[config.mk]
export PLATFORM = sky130hd
export DESIGN_NAME = lorawan_downlink_frame_parser
export DESIGN_NICKNAME = d
export VERILOG_FILES = /design/src/rtl/ldfp_pkg.sv /design/src/rtl/lorawan_downlink_frame_parser.sv
export SDC_FILE = /design/constraint.sdc
export NUM_CORES = 1
export LEC_CHECK = 0
export BUFFER_PORTS_ARGS = -buffer_cell sky130_fd_sc_hd__buf_2
export CAP_MARGIN = 20
export CELL_PAD_IN_SITES_DETAIL_PLACEMENT = 0
export CELL_PAD_IN_SITES_GLOBAL_PLACEMENT = 1
export CORE_UTILIZATION = 47
export CTS_BUF_LIST = sky130_fd_sc_hd__clkbuf_16
export CTS_CLUSTER_SIZE = 12
export DETAILED_ROUTE_END_ITERATION = 10
export PLACE_DENSITY = 0.92
export SYNTH_ARGS = -nofsm -noshare
export SYNTH_HDL_FRONTEND = slang
export SYNTH_SLANG_ARGS = --single-unit
[constraint.sdc]
create_clock -name clk -period 8.4 [get_ports clk]
set_input_delay 1.68 -clock clk [delete_from_list [all_inputs] [get_ports clk]]
set_output_delay 1.68 -clock clk [all_outputs]
set_load 0.05 [all_outputs]
[src/rtl/ldfp_pkg.sv]
// Package for the downlink frame parser: status and byte-role codes,
// plus the small layout helpers shared by the parser logic.
// No dependencies.
package ldfp_pkg;

    typedef enum logic [1:0] {
        STATUS_CONTINUE = 2'd0,
        STATUS_ACCEPT   = 2'd1,
        STATUS_REJECT   = 2'd2
    } status_t;

    typedef enum logic [3:0] {
        ROLE_HEADER     = 4'd0,
        ROLE_NONCE      = 4'd1,
        ROLE_NETID      = 4'd2,
        ROLE_DEVADDR    = 4'd3,
        ROLE_DLSETTINGS = 4'd4,
        ROLE_RXDELAY    = 4'd5,
        ROLE_CFLIST     = 4'd6,
        ROLE_FCTRL      = 4'd7,
        ROLE_FCNT       = 4'd8,
        ROLE_FOPTS      = 4'd9,
        ROLE_PORT       = 4'd10,
        ROLE_PAYLOAD    = 4'd11,
        ROLE_MIC        = 4'd12,
        ROLE_UNPARSED   = 4'd13
    } role_t;

    localparam logic [2:0] TYPE_JOIN_ACCEPT = 3'd1;
    localparam logic [2:0] TYPE_DATA_UNCONF = 3'd3;
    localparam logic [2:0] TYPE_DATA_CONF   = 3'd5;

    localparam logic [8:0] JOIN_LEN_SHORT = 9'd17;
    localparam logic [8:0] JOIN_LEN_LONG  = 9'd33;
    localparam logic [7:0] CFLIST_LEN     = 8'd16;

    // ORs one byte into a little-endian accumulator at byte lane k.
    function automatic logic [31:0] put_le(input logic [31:0] acc, input logic [7:0] b,
                                           input logic [1:0] k);
        logic [31:0] lane;
        lane = {24'd0, b} << {k, 3'b000};
        return acc | lane;
    endfunction

    function automatic role_t join_role(input logic [8:0] p, input logic [8:0] len);
        role_t r;
        if (p <= 9'd3)       r = ROLE_NONCE;
        else if (p <= 9'd6)  r = ROLE_NETID;
        else if (p <= 9'd10) r = ROLE_DEVADDR;
        else if (p == 9'd11) r = ROLE_DLSETTINGS;
        else if (p == 9'd12) r = ROLE_RXDELAY;
        else if (len > JOIN_LEN_SHORT) begin
            if (p <= 9'd28)      r = ROLE_CFLIST;
            else if (p <= 9'd32) r = ROLE_MIC;
            else                 r = ROLE_UNPARSED;
        end
        else if (p <= 9'd16) r = ROLE_MIC;
        else                 r = ROLE_UNPARSED;
        return r;
    endfunction

    function automatic role_t data_role(input logic [8:0] p, input logic [8:0] len,
                                        input logic [3:0] opts);
        logic [8:0] base;
        role_t      r;
        base = 9'd8 + {5'd0, opts};
        if (p <= 9'd4)      r = ROLE_DEVADDR;
        else if (p == 9'd5) r = ROLE_FCTRL;
        else if (p <= 9'd7) r = ROLE_FCNT;
        else if (p < base)  r = ROLE_FOPTS;
        else if (len > base + 9'd4) begin
            if (p == base)             r = ROLE_PORT;
            else if (p < len - 9'd4)   r = ROLE_PAYLOAD;
            else                       r = ROLE_MIC;
        end
        else if (p < base + 9'd4) r = ROLE_MIC;
        else                      r = ROLE_UNPARSED;
        return r;
    endfunction

endpackage

[src/rtl/lorawan_downlink_frame_parser.sv]
// Downlink MAC frame parser: tags each received byte with its role and
// reports the decoded frame fields at the last byte. Depends on ldfp_pkg.
//
//   channel   handshake                 payload
//   byte      byte_valid / byte_stall   frame_byte, frame_length, first_of_frame
//   result    result_valid / result_stall  status, frame_type, byte_role, fields
//
// Each accepted byte produces exactly one result in the next cycle; a byte can be
// taken in every cycle that byte_stall is low. The per-byte decode sits between
// the frame state registers and the result register. Reset clears the frame
// position, length, type and reject flag and the result valid flag. The byte
// channel stalls only while a result is held and the result side stalls.
module lorawan_downlink_frame_parser (
    input  logic        clk,
    input  logic        rst_n,
    input  logic        byte_valid,
    output logic        byte_stall,
    input  logic [7:0]  frame_byte,
    input  logic [7:0]  frame_length,
    input  logic        first_of_frame,
    output logic        result_valid,
    input  logic        result_stall,
    output logic [1:0]  status,
    output logic [2:0]  frame_type,
    output logic [3:0]  byte_role,
    output logic [31:0] device_address,
    output logic [23:0] nonce_or_counter,
    output logic [23:0] network_id,
    output logic [7:0]  control_bits,
    output logic [7:0]  receive_delay,
    output logic        body_present,
    output logic [7:0]  port_number,
    output logic [7:0]  body_length,
    output logic [31:0] integrity_code
);
    import ldfp_pkg::*;

    // Frame state.
    logic [7:0]  position_reg,  position_next;
    logic [7:0]  length_reg,    length_next;
    logic [2:0]  type_reg,      type_next;
    logic        reject_reg,    reject_next;
    logic [7:0]  control_reg,   control_next;
    logic [31:0] address_reg,   address_next;
    logic [23:0] nonce_reg,     nonce_next;
    logic [23:0] netid_reg,     netid_next;
    logic [7:0]  delay_reg,     delay_next;
    logic [7:0]  port_reg,      port_next;
    logic [31:0] code_reg,      code_next;

    // Result register.
    logic        valid_reg;
    status_t     status_reg,    status_next;
    logic [2:0]  ftype_reg;
    role_t       role_reg,      role_next;
    logic [31:0] addr_out_reg,  addr_out_next;
    logic [23:0] nonce_out_reg, nonce_out_next;
    logic [23:0] netid_out_reg, netid_out_next;
    logic [7:0]  ctrl_out_reg,  ctrl_out_next;
    logic [7:0]  delay_out_reg, delay_out_next;
    logic        body_out_reg,  body_out_next;
    logic [7:0]  port_out_reg,  port_out_next;
    logic [7:0]  blen_out_reg,  blen_out_next;
    logic [31:0] code_out_reg,  code_out_next;

    logic accept;

    assign byte_stall = valid_reg && result_stall;
    assign accept     = byte_valid && !byte_stall;

    always_comb
    begin
        logic       stray;
        logic       last;
        logic       ok;
        logic       body;
        logic [7:0] blen;
        logic [7:0] delay;
        logic [8:0] p;
        logic [8:0] len;
        logic [8:0] need;
        logic [3:0] opts;
        logic [7:0] flen;

        stray = 1'b0;
        last  = 1'b0;
        need  = 9'd0;
        ok    = 1'b0;
        body  = 1'b0;
        blen  = 8'd0;
        delay = 8'd0;
        flen  = (frame_length == 8'd0) ? 8'd1 : frame_length;

        position_next = position_reg;
        length_next   = length_reg;
        type_next     = type_reg;
        reject_next   = reject_reg;
        control_next  = control_reg;
        address_next  = address_reg;
        nonce_next    = nonce_reg;
        netid_next    = netid_reg;
        delay_next    = delay_reg;
        port_next     = port_reg;
        code_next     = code_reg;

        status_next    = STATUS_CONTINUE;
        role_next      = ROLE_UNPARSED;
        addr_out_next  = '0;
        nonce_out_next = '0;
        netid_out_next = '0;
        ctrl_out_next  = '0;
        delay_out_next = '0;
        body_out_next  = 1'b0;
        port_out_next  = '0;
        blen_out_next  = '0;
        code_out_next  = '0;

        if (first_of_frame) begin
            // A header always opens a fresh frame, dropping any open one.
            position_next = 8'd0;
            length_next   = flen;
            type_next     = frame_byte[7:5];
            reject_next   = (frame_byte[4:0] != 5'd0) ||
                            !(frame_byte[7:5] == TYPE_JOIN_ACCEPT ||
                              frame_byte[7:5] == TYPE_DATA_UNCONF ||
                              frame_byte[7:5] == TYPE_DATA_CONF);
            control_next  = '0;
            address_next  = '0;
            nonce_next    = '0;
            netid_next    = '0;
            delay_next    = '0;
            port_next     = '0;
            code_next     = '0;
            role_next     = ROLE_HEADER;
        end
        else if (length_reg == 8'd0) begin
            stray = 1'b1;
        end

        p    = {1'b0, position_next};
        len  = {1'b0, length_next};
        opts = control_reg[3:0];

        if (!stray) begin
            code_next = {frame_byte, code_next[31:8]};
            if (!first_of_frame && !reject_reg) begin
                if (type_reg == TYPE_JOIN_ACCEPT) begin
                    role_next = join_role(p, len);
                    unique case (role_next)
                        ROLE_NONCE:
                            nonce_next = 24'(put_le({8'd0, nonce_reg}, frame_byte,
                                                    2'(p - 9'd1)));
                        ROLE_NETID:
                            netid_next = 24'(put_le({8'd0, netid_reg}, frame_byte,
                                                    2'(p - 9'd4)));
                        ROLE_DEVADDR:
                            address_next = put_le(address_reg, frame_byte, 2'(p - 9'd7));
                        ROLE_DLSETTINGS: control_next = frame_byte;
                        ROLE_RXDELAY:    delay_next   = frame_byte;
                        default: ;
                    endcase
                end
                else begin
                    role_next = data_role(p, len, opts);
                    unique case (role_next)
                        ROLE_DEVADDR:
                            address_next = put_le(address_reg, frame_byte, 2'(p - 9'd1));
                        ROLE_FCTRL: control_next = frame_byte;
                        ROLE_FCNT:
                            nonce_next = 24'(put_le({8'd0, nonce_reg}, frame_byte,
                                                    2'(p - 9'd6)));
                        ROLE_PORT:  port_next = frame_byte;
                        default: ;
                    endcase
                end
            end

            last = (p + 9'd1) >= len;
            if (last) begin
                // The end-of-frame checks see this byte's field updates.
                if (!reject_next) begin
                    if (type_next == TYPE_JOIN_ACCEPT) begin
                        ok    = (len == JOIN_LEN_SHORT) || (len == JOIN_LEN_LONG);
                        body  = len > JOIN_LEN_SHORT;
                        blen  = body ? CFLIST_LEN : 8'd0;
                        delay = (delay_next == 8'd0) ? 8'd1 : delay_next;
                    end
                    else begin
                        need  = 9'd12 + {5'd0, control_next[3:0]};
                        body  = len > need;
                        blen  = body ? 8'(len - need - 9'd1) : 8'd0;
                        ok    = (len >= need) &&
                                !(body && control_next[3:0] != 4'd0 && port_next == 8'd0);
                        netid_next = '0;
                    end
                end
                status_next = ok ? STATUS_ACCEPT : STATUS_REJECT;
                if (ok) begin
                    addr_out_next  = address_next;
                    nonce_out_next = nonce_next;
                    netid_out_next = netid_next;
                    ctrl_out_next  = control_next;
                    delay_out_next = delay;
                    body_out_next  = body;
                    port_out_next  = body ? port_next : 8'd0;
                    blen_out_next  = blen;
                    code_out_next  = code_next;
                end
                length_next   = 8'd0;
                position_next = 8'd0;
            end
            else begin
                position_next = 8'(p + 9'd1);
            end
        end
    end

    // Control state.
    always_ff @(posedge clk or negedge rst_n)
    begin
        if (!rst_n) begin
            valid_reg    <= 1'b0;
            position_reg <= '0;
            length_reg   <= '0;
            type_reg     <= '0;
            reject_reg   <= 1'b0;
        end
        else begin
            if (accept) begin
                valid_reg    <= 1'b1;
                position_reg <= position_next;
                length_reg   <= length_next;
                type_reg     <= type_next;
                reject_reg   <= reject_next;
            end
            else if (!result_stall) begin
                valid_reg <= 1'b0;
            end
        end
    end

    // Field accumulators and result payload.
    always_ff @(posedge clk)
    begin
        if (accept) begin
            control_reg   <= control_next;
            address_reg   <= address_next;
            nonce_reg     <= nonce_next;
            netid_reg     <= netid_next;
            delay_reg     <= delay_next;
            port_reg      <= port_next;
            code_reg      <= code_next;
            status_reg    <= status_next;
            ftype_reg     <= type_next;
            role_reg      <= role_next;
            addr_out_reg  <= addr_out_next;
            nonce_out_reg <= nonce_out_next;
            netid_out_reg <= netid_out_next;
            ctrl_out_reg  <= ctrl_out_next;
            delay_out_reg <= delay_out_next;
            body_out_reg  <= body_out_next;
            port_out_reg  <= port_out_next;
            blen_out_reg  <= blen_out_next;
            code_out_reg  <= code_out_next;
        end
    end

    assign result_valid     = valid_reg;
    assign status           = status_reg;
    assign frame_type       = ftype_reg;
    assign byte_role        = role_reg;
    assign device_address   = addr_out_reg;
    assign nonce_or_counter = nonce_out_reg;
    assign network_id       = netid_out_reg;
    assign control_bits     = ctrl_out_reg;
    assign receive_delay    = delay_out_reg;
    assign body_present     = body_out_reg;
    assign port_number      = port_out_reg;
    assign body_length      = blen_out_reg;
    assign integrity_code   = code_out_reg;

    // Every accepted byte leaves a result behind it.
    a_result_follows: assert property (@(posedge clk) disable iff (!rst_n)
        accept |=> valid_reg)
        else $error("accepted byte produced no result");

    // With no frame open the byte position is always back at zero.
    a_idle_position: assert property (@(posedge clk) disable iff (!rst_n)
        (length_reg == 8'd0) |-> (position_reg == 8'd0))
        else $error("byte position nonzero with no open frame");

    // Decoded fields only appear on an accepted frame.
    a_fields_gated: assert property (@(posedge clk) disable iff (!rst_n)
        (valid_reg && status_reg != STATUS_ACCEPT) |->
            (addr_out_reg == 32'd0 && code_out_reg == 32'd0 && body_out_reg == 1'b0))
        else $error("decoded fields leaked on a non-accepted result");

    // The header byte of a frame is always reported with the header role.
    a_header_role: assert property (@(posedge clk) disable iff (!rst_n)
        (accept && first_of_frame) |=> (role_reg == ROLE_HEADER))
        else $error("header byte not tagged as header");

endmodule
==> results of run 1 <==
final timing paths:
| path | cells after the start | startpoint | slack (ns) | end |
|---|---|---|---|---|
| setup / recovery | 21 | first_of_frame | 1.69 | device_address[28] |
| hold / removal | 2 | length_reg[3] | 0.53 | length_reg[3] |
| setup reg to reg | 20 | position_reg[1] | 2.76 | device_address[28] |
| hold reg to reg | 2 | length_reg[3] | 0.53 | length_reg[3] |
| max in group asynchronous | 1 | rst_n | 6.95 | type_reg[2] |
| min in group asynchronous | 1 | rst_n | 1.12 | result_valid |
area by class of cell:
class	count	share of cell area
inverter	43	0.00906
multi-input combinational	1054	0.343
timing repair buffer	207	0.0637
tap	442	0.0303
clock buffer	35	0.0481
sequential	303	0.493
clock inverter	23	0.0125
critical path, delay by kind of cell:
family	cells	cell delay, ns
buffers and inverters	4	1.25
AND/OR/NAND/NOR	8	1.48
adder cells (fa/ha/maj)	3	1.00
multiplexers	1	0.13
AO/OA/AOI/OAI	5	1.31
cell families (layout without fill, tap and decap cells):
group                    count (synthesis)  count (layout)
AO/OA/AOI/OAI                          501             501
AND/OR/NAND/NOR                        457             457
flip-flops                             303             303
buffers and inverters                  163             308
adder cells (fa/ha/maj)                 43              43
multiplexers                            36              36
XOR/XNOR                                17              17
per-layer routing:
metal  share of wire  routed length (um)  up-vias  global-route usage
met5               0                   0        -                   0
met2            0.46               20800      710               0.408
li1                -                   -     5917                   -
met4           0.031                1390        0              0.0921
met3           0.098                4410       90              0.0475
met1            0.41               18500     6216               0.361
power by group:
| group | switching [mW] | total [mW] | internal (mW) |
|---|---|---|---|
| logic | 0.571 | 0.796 | 0.225 |
| clock network | 0.610 | 1.47 | 0.857 |
| registers | 0.0721 | 1.85 | 1.78 |
| total | 1.25 | 4.11 | 2.86 |
stage by stage:
step	setup slack (ns)	hold slack (ns)	power (mW)
2_1_floorplan	1.53	0.470	2.44
3_3_place_gp	1.45	0.497	2.64
3_5_place_dp	1.33	0.505	2.66
4_1_cts	1.79	0.518	4.12
5_1_grt	1.35	0.544	4.26
6_report	1.69	0.525	4.11
Yosys cell counts, types with 15 or more instances:
| cell type | instances | area (um^2) |
|---|---|---|
| o21ai_0 | 56 | 280 |
| nor2b_1 | 24 | 150 |
| clkbuf_1 | 94 | 353 |
| ha_1 | 42 | 526 |
| a22oi_1 | 23 | 173 |
| o22a_1 | 16 | 140 |
| nor4_1 | 19 | 119 |
| mux2i_1 | 33 | 330 |
| a21oi_1 | 249 | 1250 |
| nand2_1 | 173 | 649 |
| inv_1 | 40 | 150 |
| dfrtp_1 | 21 | 526 |
| edfxtp_1 | 282 | 8470 |
| nor3_1 | 28 | 140 |
| nor2_1 | 133 | 499 |
| a211oi_1 | 28 | 210 |
| nand3_1 | 15 | 75.1 |
| o31ai_1 | 22 | 165 |
| a31oi_1 | 20 | 125 |
==> impl_metrics.env, run 1 <==
export IMPL_seq_area_um2=8990
export IMPL_io_pins=177
export IMPL_worstMarginPinSlew_ns=1.10
export IMPL_finalCritPeriodShare=0.799
export IMPL_drv_slew=0
export IMPL_maxCapViolCount=0
export IMPL_critPathRequiredTime_ns=8.64
export IMPL_leakagePower_nw=7.02
export IMPL_via_count=12933
export IMPL_synth_top_family_by_area="compound AO/OA/AOI/OAI gates"
export IMPL_fin_util=0.555
export IMPL_postCtsSetupBuffers=0
export IMPL_overflow=0
export IMPL_clockRootBuffer="clkbuf_16"
export IMPL_path_cells="buf_4 -> nand2b_1 -> clkinv_1 -> ha_1 -> nand4b_1 -> nor3_1 -> a21oi_1 -> or2_2 -> a21oi_1 -> or2_2 -> ha_1 -> ha_1 -> nand2_1 -> or2_2 -> a31oi_1 -> buf_4 -> nor2_1 -> mux2i_1 -> o31ai_4 -> buf_12 -> a211oi_1"
export IMPL_endpoint_kind="register"
export IMPL_period_minus_slack_ns=6.71
export IMPL_ys_seq_area_frac=0.566
export IMPL_place_area_um2=17100
export IMPL_start_util=0.484
export IMPL_htreeDepth=2
export IMPL_detail_route_iter0_violations=1559
export IMPL_fin_skew_ns=0.0231
export IMPL_layout_common_cells="edfxtp_1, a21oi_1, buf_2"
export IMPL_synth_cell_types=73
export IMPL_synth_edff_count=282
export IMPL_diodes=0
export IMPL_rsz0062_at_grt="no"
export IMPL_via_per_inst=6.14
export IMPL_syn_inst=1520
export IMPL_crit_slowest_cell="o31ai_4"
export IMPL_synth_compound_area_frac=0.193
export IMPL_clkLatencyLatePin_ns=0.53
export IMPL_cts_tree="built"
export IMPL_gp_congestion=0.938
export IMPL_grt_pass1_vias=12056
export IMPL_slowest_delay_ns=0.75
export IMPL_core_um2=32900
export IMPL_die_x_um=186
export IMPL_final_cells=2107
export IMPL_path_max_fanout=59
export IMPL_clock_sinks=303
export IMPL_dieArea_um2=34600
export IMPL_yosysWarnings=0
export IMPL_clock_fmax_mhz=149
export IMPL_pwr_density_cell_nw_per_um2=226
export IMPL_fin_area_um2=18200
export IMPL_antenna_found_initial=0
export IMPL_tns_ns=0
export IMPL_syn_area_per_cell_um2=10.5
export IMPL_cp_start_kind="input port"
export IMPL_drive_above_1_share=0.164
export IMPL_synth_xor_area_frac=0.00937
export IMPL_rows=66
export IMPL_portBuffers=176
export IMPL_multi_input_area_um2=6250
export IMPL_synth_seq_cells=303
export IMPL_muxShareOfSynthArea=0.0229
export IMPL_area_growth_pct=14.6
export IMPL_num_fill_cells=2871
export IMPL_synthAdderAreaFrac=0.0343
export IMPL_routed_wl_um=45100
export IMPL_cts_resized=0
export IMPL_ys_async_sr_fraction=0.0693
export IMPL_crit_type="input port to register"
export IMPL_avgRoutedWirePerCell_um=21.4
export IMPL_peakVddDrop_v=0.000137
export IMPL_dp_final_hpwl_um=30000
export IMPL_dp_cells=2047
export IMPL_finalHoldViolCount=0
export IMPL_grt_max_degree=177
export IMPL_syn_nets=1584
export IMPL_route_detailed_drc=0
export IMPL_ant_nets=0
export IMPL_clockBufferDepth=3
export IMPL_synth_area_um2=15900
export IMPL_nets=1708
export IMPL_die_h_um=186
export IMPL_hold_buffers=0
export IMPL_synthSimpleGateAreaFrac=0.132
export IMPL_holdCritPathClass="register to register"
export IMPL_clk_pin_slew_worst_paths_ns=0.06
export IMPL_first_pass_iters=6
export IMPL_gr_usage_all_layers=0.260
export IMPL_crit_arrival_ns=6.95
export IMPL_mostFrequentLayoutCell="edfxtp_1"
export IMPL_setup_viol_count_final=0
export IMPL_status="finished, final reports clean"
export IMPL_cts_made_buffers=35
export IMPL_grt_first_pass_wirelength_um=68700
export IMPL_ys_flop_type="edfxtp_1"
export IMPL_max_slew_margin_rel=0.268
No activity file was read; power rests on OpenSTA's default activity.
==> run 2, diff against run 1 <==
CORE_UTILIZATION = 42   (was 47)
PLACE_DENSITY = 0.87   (was 0.92)
clock period = 5.65 ns   (was 8.4 ns; I/O delays follow)
==> impl_metrics.env, run 2 (synthesized netlist as in run 1, its figures left out) <==
export IMPL_status="finished, final reports clean"
export IMPL_start_util=0.430
export IMPL_die_x_um=197
export IMPL_ant_nets=0
export IMPL_first_pass_iters=5
export IMPL_cts_made_buffers=34
export IMPL_fin_area_um2=18600
export IMPL_place_area_um2=17500
export IMPL_nets=1737
export IMPL_htreeDepth=2
export IMPL_hold_buffers=0
export IMPL_layout_common_cells="edfxtp_1, a21oi_1, buf_2"
export IMPL_area_growth_pct=16.7
export IMPL_cts_resized=0
export IMPL_holdPathStages=2
export IMPL_io_pins=177
export IMPL_dieArea_um2=38600
export IMPL_holdCritPathClass="register to register"
export IMPL_dp_final_hpwl_um=30600
export IMPL_num_fill_cells=3352
export IMPL_routed_wl_um=46100
export IMPL_grt_max_degree=112
export IMPL_antenna_found_initial=0
export IMPL_clk_pin_slew_worst_paths_ns=0.06
export IMPL_grt_first_pass_wirelength_um=71200
export IMPL_portBuffers=176
export IMPL_fin_skew_ns=0.0257
export IMPL_cts_tree="built"
export IMPL_finalHoldViolCount=0
export IMPL_clockBufferDepth=3
export IMPL_min_to="length_reg[2]"
export IMPL_finalPower_mw=6.07
export IMPL_rrSetupSlack_ns=0.76
export IMPL_critPathRequiredTime_ns=5.97
export IMPL_rr_worst_depth=16
export IMPL_overflow=0
export IMPL_leakagePower_nw=7.16
export IMPL_clock_fmax_mhz=193
export IMPL_gr_usage_all_layers=0.238
export IMPL_pwr_density_cell_nw_per_um2=327
export IMPL_drv_slew=0
export IMPL_die_h_um=197
export IMPL_via_count=12887
export IMPL_route_detailed_drc=0
export IMPL_clock_sinks=303
export IMPL_clockRootBuffer="clkbuf_16"
export IMPL_hp_start="length_reg[2]"
export IMPL_postCtsSetupBuffers=0
export IMPL_endpoint_kind="register"
export IMPL_period_minus_slack_ns=5.18
export IMPL_tns_ns=0
export IMPL_clkLatencyLatePin_ns=0.53
export IMPL_setup_viol_count_final=0
export IMPL_path_max_fanout=12
export IMPL_rows=70
export IMPL_r2r_start="position_reg[7]"
export IMPL_worstMarginPinSlew_ns=1.02
export IMPL_crit_type="input port to register"
export IMPL_drive_above_1_share=0.182
export IMPL_r2r_end="body_length[2]"
export IMPL_peakVddDrop_v=0.000174
export IMPL_detail_route_iter0_violations=1245
export IMPL_maxCapViolCount=0
export IMPL_avgRoutedWirePerCell_um=21.0
export IMPL_mostFrequentLayoutCell="edfxtp_1"
export IMPL_grt_pass1_vias=12325
export IMPL_core_um2=37000
export IMPL_cp_start_kind="input port"
export IMPL_finalCritPeriodShare=0.917
export IMPL_crit_arrival_ns=5.50
export IMPL_via_per_inst=5.87
export IMPL_rsz0062_at_grt="no"
export IMPL_max_slew_margin_rel=0.315
export IMPL_gp_congestion=0.892
==> run 2: changes by cell type in the layout (fill, tap and decap cells not counted), sizes merged <==
| cell | change |
|---|---|
| buf | +30 |
| bufinv | -1 |
| clkinv | +1 |
| diode | +1 |
| inv | -3 |
==> run 2: layer usage <==
metal / up-vias / global-route usage / wire length, um
met2: 601 / 0.374 / 21000
li1: 5977 / - / -
met4: 0 / 0.0839 / 1380
met3: 90 / 0.0445 / 3920
met1: 6219 / 0.331 / 19800
met5: - / 0 / 0
==> run 2: layout make-up <==
type	instances	area, um^2	share of cell area
Sequential cell	303	8990	0.485
Multi-Input combinational cell	1054	6300	0.339
Timing Repair Buffer	237	1430	0.0769
Clock buffer	35	876	0.0472
Tap cell	504	631	0.0340
Inverter	43	165	0.00890
Clock inverter	20	164	0.00883
Antenna cell	1	2.50	0.000135
==> run 2: worst max-delay path by stage <==
stage / end / slack, ns / from
2_1_floorplan: position_reg[2] / -0.48 / result_stall
5_1_grt: body_length[2] / 0.20 / first_of_frame
6_report: body_length[2] / 0.47 / first_of_frame
4_1_cts: device_address[4] / 0.54 / first_of_frame
3_5_place_dp: device_address[4] / 0.008 / first_of_frame
3_3_place_gp: device_address[22] / 0.20 / first_of_frame
==> run 2: critical path: stages <==
cell and delay, ns:
buf_4 0.13, nand2b_1 0.23, clkinv_1 0.12, buf_4 0.14, ha_4 0.16, nand4b_1 0.16
nor3_2 0.24, a21oi_1 0.12, or2_2 0.33, mux2i_1 0.17, nand2_1 0.10, ha_1 0.30
ha_1 0.30, nand2_1 0.08, or2_2 0.30, a31oi_1 0.40, nor2_1 0.10, mux2i_1 0.30
o31ai_4 0.15, buf_4 0.24, nor4_1 0.27
==> run 2: report_power, final <==
group / total [mW] / switching [mW] / internal (mW)
clock network: 2.09 / 0.882 / 1.21
logic: 1.23 / 0.858 / 0.368
registers: 2.75 / 0.109 / 2.64
total: 6.07 / 1.85 / 4.22
==> run 2: metrics by stage <==
stage	instances	util	setup WS, ns	hold slack, ns
floorplan	1520	-	-0.482	0.470
global placement	2139	0.473	0.203	0.490
detailed placement	2139	0.473	0.00801	0.505
CTS	2194	0.501	0.538	0.518
global route	2196	0.502	0.196	0.562
finish	2197	0.502	0.471	0.523
